<file path="src/rtl/arp_pkg.sv">
// shared types, register codes and ratio pattern tables for the arpeggio ratio stepper
package arp_pkg;

	typedef enum logic [0:0] {
		REG_PATTERN_SELECT = 1'b0,
		REG_STEP_DURATION  = 1'b1
	} arp_reg_t;

	localparam logic [15:0] STEP_DURATION_RESET = 16'd1000;

	typedef struct packed {
		logic signed [31:0] sample;
		logic [2:0]         factor;
		logic [1:0]         shift;
		logic [1:0]         step;
	} arp_op_t;

	function automatic logic [2:0] pat_len(input logic [2:0] sel);
		logic [2:0] len;
		case (sel)
			3'd0:    len = 3'd1;
			3'd1:    len = 3'd2;
			3'd2:    len = 3'd2;
			3'd3:    len = 3'd3;
			3'd4:    len = 3'd3;
			default: len = 3'd4;
		endcase
		return len;
	endfunction

	function automatic logic [2:0] pat_mul(input logic [2:0] sel, input logic [1:0] step);
		logic [2:0] mul;
		case ({sel, step})
			{3'd0, 2'd0}: mul = 3'd1;
			{3'd1, 2'd0}: mul = 3'd1;
			{3'd1, 2'd1}: mul = 3'd2;
			{3'd2, 2'd0}: mul = 3'd1;
			{3'd2, 2'd1}: mul = 3'd3;
			{3'd3, 2'd0}: mul = 3'd1;
			{3'd3, 2'd1}: mul = 3'd2;
			{3'd3, 2'd2}: mul = 3'd4;
			{3'd4, 2'd0}: mul = 3'd1;
			{3'd4, 2'd1}: mul = 3'd3;
			{3'd4, 2'd2}: mul = 3'd2;
			{3'd5, 2'd0}: mul = 3'd1;
			{3'd5, 2'd1}: mul = 3'd3;
			{3'd5, 2'd2}: mul = 3'd2;
			{3'd5, 2'd3}: mul = 3'd3;
			{3'd6, 2'd0}: mul = 3'd1;
			{3'd6, 2'd1}: mul = 3'd3;
			{3'd6, 2'd2}: mul = 3'd2;
			{3'd6, 2'd3}: mul = 3'd3;
			{3'd7, 2'd0}: mul = 3'd1;
			{3'd7, 2'd1}: mul = 3'd5;
			{3'd7, 2'd2}: mul = 3'd3;
			{3'd7, 2'd3}: mul = 3'd2;
			default:      mul = 3'd0;
		endcase
		return mul;
	endfunction

	function automatic logic [1:0] pat_shr(input logic [2:0] sel, input logic [1:0] step);
		logic [1:0] shr;
		case ({sel, step})
			{3'd2, 2'd1}: shr = 2'd1;
			{3'd4, 2'd1}: shr = 2'd1;
			{3'd5, 2'd1}: shr = 2'd1;
			{3'd5, 2'd3}: shr = 2'd1;
			{3'd6, 2'd1}: shr = 2'd1;
			{3'd7, 2'd1}: shr = 2'd2;
			{3'd7, 2'd2}: shr = 2'd1;
			default:      shr = 2'd0;
		endcase
		return shr;
	endfunction

	// step reduced modulo a pattern length of one to four
	function automatic logic [1:0] step_mod(input logic [1:0] step, input logic [2:0] len);
		logic [1:0] r;
		case (len)
			3'd1:    r = 2'd0;
			3'd2:    r = {1'b0, step[0]};
			3'd3:    r = (step == 2'd3) ? 2'd0 : step;
			default: r = step;
		endcase
		return r;
	endfunction

endpackage

</file>
<file path="src/rtl/arp_front.sv">
// front end: tick and step tracking, pattern lookup for each accepted sample
module arp_front (
	input  logic                clk,
	input  logic                arst_n,
	input  logic                accept,
	input  logic signed [31:0]  sample_in,
	input  logic [2:0]          pattern_select,
	input  logic [15:0]         step_duration,
	output arp_pkg::arp_op_t    op
);
	import arp_pkg::*;

	logic [15:0] tick_q;
	logic [1:0]  step_q;
	logic [2:0]  len;
	logic [1:0]  cur_step;
	logic [1:0]  new_step;
	logic [15:0] tick_nxt;
	logic        adv;

	always_comb begin
		len      = pat_len(pattern_select);
		cur_step = step_mod(step_q, len);
		tick_nxt = tick_q + 16'd1;
		adv      = (tick_nxt >= step_duration);
		new_step = adv ? step_mod(cur_step + 2'd1, len) : cur_step;
		op.sample = sample_in;
		op.factor = pat_mul(pattern_select, new_step);
		op.shift  = pat_shr(pattern_select, new_step);
		op.step   = new_step;
	end

	always_ff @(posedge clk or negedge arst_n) begin
		if (!arst_n) begin
			tick_q <= '0;
			step_q <= '0;
		end else if (accept) begin
			tick_q <= adv ? 16'd0 : tick_nxt;
			step_q <= new_step;
		end
	end

	a_tick_clear: assert property (@(posedge clk) disable iff (!arst_n)
		accept && adv |=> tick_q == 16'd0)
		else $error("tick not cleared at step boundary");

	a_hold: assert property (@(posedge clk) disable iff (!arst_n)
		!accept |=> $stable(tick_q) && $stable(step_q))
		else $error("front state changed without a transfer");

endmodule

</file>
<file path="src/rtl/arp_fifo.sv">
// short queue of classified samples between front and back
module arp_fifo #(
	parameter int DEPTH = 2
) (
	input  logic             clk,
	input  logic             arst_n,
	input  logic             push,
	input  arp_pkg::arp_op_t push_op,
	output logic             full,
	input  logic             pop,
	output logic             not_empty,
	output arp_pkg::arp_op_t pop_op
);
	import arp_pkg::*;

	localparam int PTR_W = $clog2(DEPTH);
	localparam int CNT_W = $clog2(DEPTH + 1);

	arp_op_t            mem_q [DEPTH];
	logic [PTR_W-1:0]   wr_ptr_q;
	logic [PTR_W-1:0]   rd_ptr_q;
	logic [CNT_W-1:0]   count_q;

	assign full      = (count_q == CNT_W'(DEPTH));
	assign not_empty = (count_q != '0);
	assign pop_op    = mem_q[rd_ptr_q];

	always_ff @(posedge clk) begin
		if (push) begin
			mem_q[wr_ptr_q] <= push_op;
		end
	end

	always_ff @(posedge clk or negedge arst_n) begin
		if (!arst_n) begin
			wr_ptr_q <= '0;
			rd_ptr_q <= '0;
			count_q  <= '0;
		end else begin
			if (push) begin
				wr_ptr_q <= (wr_ptr_q == PTR_W'(DEPTH - 1)) ? '0 : wr_ptr_q + 1'b1;
			end
			if (pop) begin
				rd_ptr_q <= (rd_ptr_q == PTR_W'(DEPTH - 1)) ? '0 : rd_ptr_q + 1'b1;
			end
			if (push && !pop) begin
				count_q <= count_q + 1'b1;
			end else if (pop && !push) begin
				count_q <= count_q - 1'b1;
			end
		end
	end

	a_count_bound: assert property (@(posedge clk) disable iff (!arst_n)
		count_q <= CNT_W'(DEPTH))
		else $error("queue count beyond depth");

	a_no_underflow: assert property (@(posedge clk) disable iff (!arst_n)
		pop |-> not_empty)
		else $error("pop from empty queue");

	a_no_overflow: assert property (@(posedge clk) disable iff (!arst_n)
		push |-> !full || pop)
		else $error("push into full queue");

endmodule

</file>
<file path="src/rtl/arp_back.sv">
// back end: multiply by factor, arithmetic shift, saturate, output register
module arp_back (
	input  logic               clk,
	input  logic               arst_n,
	input  logic               op_valid,
	input  arp_pkg::arp_op_t   op,
	output logic               op_pop,
	output logic               out_valid,
	input  logic               out_ready,
	output logic signed [31:0] sample_out,
	output logic [1:0]         current_step
);
	import arp_pkg::*;

	logic               valid_q;
	logic signed [31:0] sample_q;
	logic [1:0]         step_q;
	logic signed [35:0] prod;
	logic signed [35:0] shifted;
	logic signed [31:0] sat;
	logic               in_range;

	assign op_pop       = op_valid && (!valid_q || out_ready);
	assign out_valid    = valid_q;
	assign sample_out   = sample_q;
	assign current_step = step_q;

	always_comb begin
		prod     = $signed({{4{op.sample[31]}}, op.sample}) * $signed({33'd0, op.factor});
		shifted  = prod >>> op.shift;
		in_range = (shifted[35:31] == 5'b00000) || (shifted[35:31] == 5'b11111);
		if (in_range) begin
			sat = shifted[31:0];
		end else if (shifted[35]) begin
			sat = 32'sh8000_0000;
		end else begin
			sat = 32'sh7FFF_FFFF;
		end
	end

	always_ff @(posedge clk) begin
		if (op_pop) begin
			sample_q <= sat;
			step_q   <= op.step;
		end
	end

	always_ff @(posedge clk or negedge arst_n) begin
		if (!arst_n) begin
			valid_q <= 1'b0;
		end else if (op_pop) begin
			valid_q <= 1'b1;
		end else if (out_ready) begin
			valid_q <= 1'b0;
		end
	end

	a_pop_refills: assert property (@(posedge clk) disable iff (!arst_n)
		op_pop |=> valid_q)
		else $error("popped op did not reach output register");

	a_unity: assert property (@(posedge clk) disable iff (!arst_n)
		op_pop && op.factor == 3'd1 && op.shift == 2'd0 |=> sample_q == $past(op.sample))
		else $error("unity ratio changed the sample");

	a_stall_hold: assert property (@(posedge clk) disable iff (!arst_n)
		valid_q && !out_ready |=> valid_q && $stable(sample_q) && $stable(step_q))
		else $error("stalled result lost");

endmodule

</file>
<file path="src/rtl/arpeggio_ratio_stepper.sv">
// top level of the arpeggio ratio stepper: config registers, front, queue and back
// Scales each signed 32-bit sample by the factor and right shift of the current step of
// one of eight fixed ratio patterns, saturating to 32 bits, and reports the step used.
// The step advances every step_duration samples (0 or 1: every sample). One sample is
// taken per clock cycle while the queue is not full; a result becomes valid in the
// output register after passing through the queue. The front end updates its tick
// and step registers and pushes into a FIFO_DEPTH-entry queue; the back end does the
// multiply, shift and saturation combinationally into the output register,
// so each side can stall on its own. Registers sit at byte addresses 0 (pattern_select)
// and 4 (step_duration); write them only while no sample is in flight.
module arpeggio_ratio_stepper #(
	parameter int FIFO_DEPTH = 2
) (
	input  logic               clk,
	input  logic               arst_n,
	input  logic               psel,
	input  logic               penable,
	input  logic               pwrite,
	input  logic [2:0]         paddr,
	input  logic [31:0]        pwdata,
	output logic [31:0]        prdata,
	output logic               pready,
	input  logic               in_valid,
	output logic               in_ready,
	input  logic signed [31:0] sample_in,
	output logic               out_valid,
	input  logic               out_ready,
	output logic signed [31:0] sample_out,
	output logic [1:0]         current_step
);
	import arp_pkg::*;

	logic [2:0]  pattern_select_q;
	logic [15:0] step_duration_q;
	logic        wr_en;
	arp_reg_t    reg_sel;
	logic        accept;
	logic        fifo_full;
	logic        fifo_not_empty;
	logic        fifo_pop;
	arp_op_t     front_op;
	arp_op_t     queue_op;

	assign pready   = 1'b1;
	assign wr_en    = psel && penable && pwrite && pready;
	assign reg_sel  = arp_reg_t'(paddr[2]);
	assign in_ready = !fifo_full;
	assign accept   = in_valid && in_ready;

	always_ff @(posedge clk or negedge arst_n) begin
		if (!arst_n) begin
			pattern_select_q <= '0;
			step_duration_q  <= STEP_DURATION_RESET;
		end else if (wr_en) begin
			unique case (reg_sel)
				REG_PATTERN_SELECT: pattern_select_q <= pwdata[2:0];
				REG_STEP_DURATION:  step_duration_q  <= pwdata[15:0];
				default: ;
			endcase
		end
	end

	always_comb begin
		unique case (reg_sel)
			REG_PATTERN_SELECT: prdata = {29'd0, pattern_select_q};
			REG_STEP_DURATION:  prdata = {16'd0, step_duration_q};
			default:            prdata = '0;
		endcase
	end

	arp_front u_front (
		.clk            (clk),
		.arst_n         (arst_n),
		.accept         (accept),
		.sample_in      (sample_in),
		.pattern_select (pattern_select_q),
		.step_duration  (step_duration_q),
		.op             (front_op)
	);

	arp_fifo #(
		.DEPTH (FIFO_DEPTH)
	) u_fifo (
		.clk       (clk),
		.arst_n    (arst_n),
		.push      (accept),
		.push_op   (front_op),
		.full      (fifo_full),
		.pop       (fifo_pop),
		.not_empty (fifo_not_empty),
		.pop_op    (queue_op)
	);

	arp_back u_back (
		.clk          (clk),
		.arst_n       (arst_n),
		.op_valid     (fifo_not_empty),
		.op           (queue_op),
		.op_pop       (fifo_pop),
		.out_valid    (out_valid),
		.out_ready    (out_ready),
		.sample_out   (sample_out),
		.current_step (current_step)
	);

endmodule

</file>
<file path="config.mk">
export PLATFORM = sky130hd
export DESIGN_NAME = arpeggio_ratio_stepper
export DESIGN_NICKNAME = d
export VERILOG_FILES = /design/src/rtl/arp_pkg.sv /design/src/rtl/arp_front.sv /design/src/rtl/arp_fifo.sv /design/src/rtl/arp_back.sv /design/src/rtl/arpeggio_ratio_stepper.sv
export SDC_FILE = /design/constraint.sdc
export NUM_CORES = 1
export LEC_CHECK = 0
export BUFFER_PORTS_ARGS = -buffer_cell sky130_fd_sc_hd__buf_2
export CAP_MARGIN = 20
export CORE_MARGIN = 5
export CORE_UTILIZATION = 46
export DETAILED_ROUTE_END_ITERATION = 8
export GPL_ROUTABILITY_DRIVEN = 0
export PLACE_DENSITY_LB_ADDON = 0.08
export SLEW_MARGIN = 20
export SYNTH_ARGS = -nofsm -noshare
export SYNTH_HDL_FRONTEND = slang
export SYNTH_HIERARCHICAL = 1
export SYNTH_SLANG_ARGS = --single-unit
</file>
<file path="constraint.sdc">
create_clock -name clk -period 6.05 [get_ports clk]
set_input_delay 0.605 -clock clk [delete_from_list [all_inputs] [get_ports clk]]
set_output_delay 0.605 -clock clk [all_outputs]
set_load 0.01 [all_outputs]
</file>
==> metrics list <==
- The core region is 0.0270 mm2.
- Number of hold buffers added after CTS: 0
- The tool flagged a number of max-cap violations equal to 0.
- For this run, the detailed router's first-pass iteration total came to 5.
- The number of gates resized after CTS was 0.
- Summing the sequential cell areas from Yosys gives 35.0% of the chip area.
- The netlist uses 87 different library cells.
- Worst path buffer plus inverter count: 2
- Counting the buffers created by CTS gives 17.
- The initial antenna violation count came to 4.
- Diodes inserted: 0
- For this run, the leading register cell type out of synthesis is edfxtp_1.
- Vias in the first global route: 8683
* Critical path data required time: 6.19 ns
* Final Net Count: 1504
- The critical path crosses 16 cells after its start point.
- Cell at the root of the clock tree: clkbuf_16
* Worst reg2reg path depth: 16
- Transition time at the pin with the least slew margin: 1.01 ns
- Placement row count: 60
- The first global-routing pass estimated 42.1 mm of wire.
* Max clock buf depth: 2
- Using the TritonRoute via totals, the vias-per-cell ratio works out to 5.16.
- Setup repair after global routing missed its margin: no
* Total overflow reported by the global router: 0
- For this run, the top clock speed supported by timing is 0.189 GHz.
- Average wire per cell in the routed design: 14.9 um
- Relative slew margins: 32.5%
- The worst setup path is of the flip-flop to flip-flop kind.
- Setup violations remaining at the end of the flow were counted as 0.
- For this design, the sink count on the clock tree is 154.
- Most common cell on crit path: fa_1
* Die outline height: 176 um
- Register clock-pin slew on the reported worst setup and hold paths: 0.07 ns
- Combined global-route utilization of all metal layers: 16.4%
* Sum of negative setup slack: 0 ns
- Detailed routing inserted a total of 8560 vias.
- Synthesized area divided by synthesized cell count: 10.0 um2
- Counting flops with a built-in enable in the synthesized netlist gives 112.
- For this run, the slowest stage of the critical path takes 0.57 ns.
* Die width: 176 um
- Insertion delay of the later-clocked pin in the worst-skew pair: 0.42 ns
* Number of buffers inserted by post-CTS setup repair: 0
- Setup Skew: 0.0116 ns
- Initial drt markers: 432
* Most used cells in the layout excluding fill and tap cells: inv_1, edfxtp_1, buf_2
- Once the floorplan was initialized, standard cells occupied 46.7% of the core.
- Maximum number of pins on one net before global-route repair: 45
- Leaving out fill and tap cells, the most frequent cell in the layout is inv_1.
- For this block, the routed nets add up to 24.8 mm of wire.
* CP delay by family, top: compound AO/OA/AOI/OAI gates
* IO Count: 143
- Netlist Area Pre-Place: 0.0126 mm2
- Critical path's slowest cell: fa_1
- Kind of end point of the critical path: flip-flop
* Worst setup SP type: flip-flop
- # port buffers: 107
* Number of antenna-violating nets in the routed design: 0
- Cells with a size suffix above 1 make up 21.8% of the layout.
- Outcome: completed
* Area enclosed by the die boundary: 0.0309 mm2
* Critical Path Source: u_fifo/rd_ptr_q
* Proportion of register bits with asynchronous set or reset after synthesis: 27.3%
* Arrival time reported for the critical path endpoint: 5.42 ns
- Number of fill cells in the layout: 2580
- Post-Syn Instances: 1260
- Min Tclk post-route: 5.28 ns
* DRC violation count after routing: 0
* Ys Warns: 6
- Detailed placement ended at an HPWL of 18.9 mm.
- CTS tree: done
- CP max FO: 31
- In this run the number of H-tree levels came out at 4.
- Hold Path Class: input pin to async pin
- Final Slew Violations: 0
- Cell chain of the critical path: buf_4 -> mux2_2 -> and2_1 -> ha_1 -> fa_1 -> inv_1 -> fa_1 -> nand2b_1 -> a21oi_1 -> o21ai_0 -> o211ai_1 -> a21o_2 -> nor2_1 -> o21ai_1 -> a31o_4 -> a31oi_1
- The number of hold-slack violations in the final timing report came to 0.
- The synthesized design contains 154 register bits.
- Worst reg2reg startpoint: u_fifo/rd_ptr_q
- Post-synthesis to final-layout area growth: 7.12%
* Crit share post-route: 87.3%
==> sequential cells by signal, summed over array words and instances, names as in the netlist <==
name	cells
u_back/current_step	2
u_fifo/wr_ptr_q	1
u_front/step_q	2
step_duration_q	16
u_fifo/mem_q	78
u_fifo/rd_ptr_q	1
u_front/tick_q	16
pattern_select_q	3
u_fifo/count_q	2
u_back/out_valid	1
u_back/sample_out	32
==> stage by stage <==
stage          cells  util, %  setup WS [ns]  hold slack, ns  area, um2
6_report        1660     50.1          0.771          0.0681      13500
3_3_place_gp    1627     47.9          0.754           0.468      12900
3_5_place_dp    1627     47.9          0.716           0.466      12900
5_1_grt         1660     50.1          0.327          0.0639      13500
2_1_floorplan   1275        -           1.54           0.309      12700
4_1_cts         1659     50.0          0.708           0.349      13500
==> final timing paths <==
check                      slack (ns)                     to
setup / recovery                 0.77  u_back/sample_out[20]
hold / removal                   0.07      u_front/tick_q[8]
setup reg to reg                 0.77  u_back/sample_out[20]
hold reg to reg                  0.48      u_fifo/count_q[1]
max in group asynchronous        5.44     step_duration_q[8]
min in group clk                 0.38     u_fifo/mem_q[0][9]
==> cell families (layout without fill, tap and decap cells) <==
logic type	Yosys count	in the layout	synth area share [%]
AOI/OAI and AO/OA	254	254	13.7
xor gates and xnor gates	51	51	3.69
adders and majority gates	124	124	14.2
buffers and inverters	264	308	10.9
DFF	154	154	35.0
muxes	105	105	9.68
other	2	17	0.0595
and+or+nand+nor	306	306	12.7
==> synthesized netlist by cell type, types with 3 or more instances <==
cell	instances	area, um2
buf_4	54	405
inv_1	159	597
nand2b_1	9	56.3
ha_1	92	1150
o221ai_1	3	26.3
clkbuf_8	8	110
nand3_1	21	105
mux2_2	64	721
mux2_4	12	180
clkbuf_1	24	90.1
and4_1	4	35.0
a31oi_1	5	31.3
and3_1	7	43.8
nand4_1	13	81.3
o2111ai_1	3	26.3
edfxtp_1	112	3360
nand2_1	85	319
o22a_1	5	43.8
a21oi_2	31	272
o211ai_1	7	52.6
o21a_1	4	30.0
xnor2_1	27	236
o21ai_0	59	295
buf_2	3	15.0
o2bb2ai_1	7	61.3
a211oi_1	6	45.0
buf_6	11	124
dfrtp_1	36	901
o22ai_1	8	50.1
a2111oi_0	3	26.3
a21oi_1	60	300
nor2b_1	11	68.8
nor3_1	5	25.0
or2_2	4	25.0
fa_1	32	641
mux2i_1	26	260
and2_1	88	551
o21ai_1	3	15.0
nor2_1	45	169
a22o_1	5	43.8
a21o_1	13	97.6
xor2_1	23	201
dfstp_2	6	158
==> routing by layer <==
layer	share of wire [%]	GRT usage, %	up-vias
met5	0.21	0	-
met4	1.2	4.16	8
met3	4.1	3.49	25
met2	47	27.5	159
met1	48	21.8	3990
li1	-	-	4378
==> layout make-up <==
class	instances	area, um2	share of cell area, %
Clock buffer	19	453	3.35
Clock inverter	13	109	0.805
Inverter	161	604	4.47
Tap cell	341	427	3.15
Timing Repair Buffer	115	621	4.59
Multi-Input combinational cell	857	6890	51.0
Sequential cell	154	4420	32.7
Power is not shown: default switching activity piles up to over one toggle a cycle in this logic, so the estimate is an artifact.
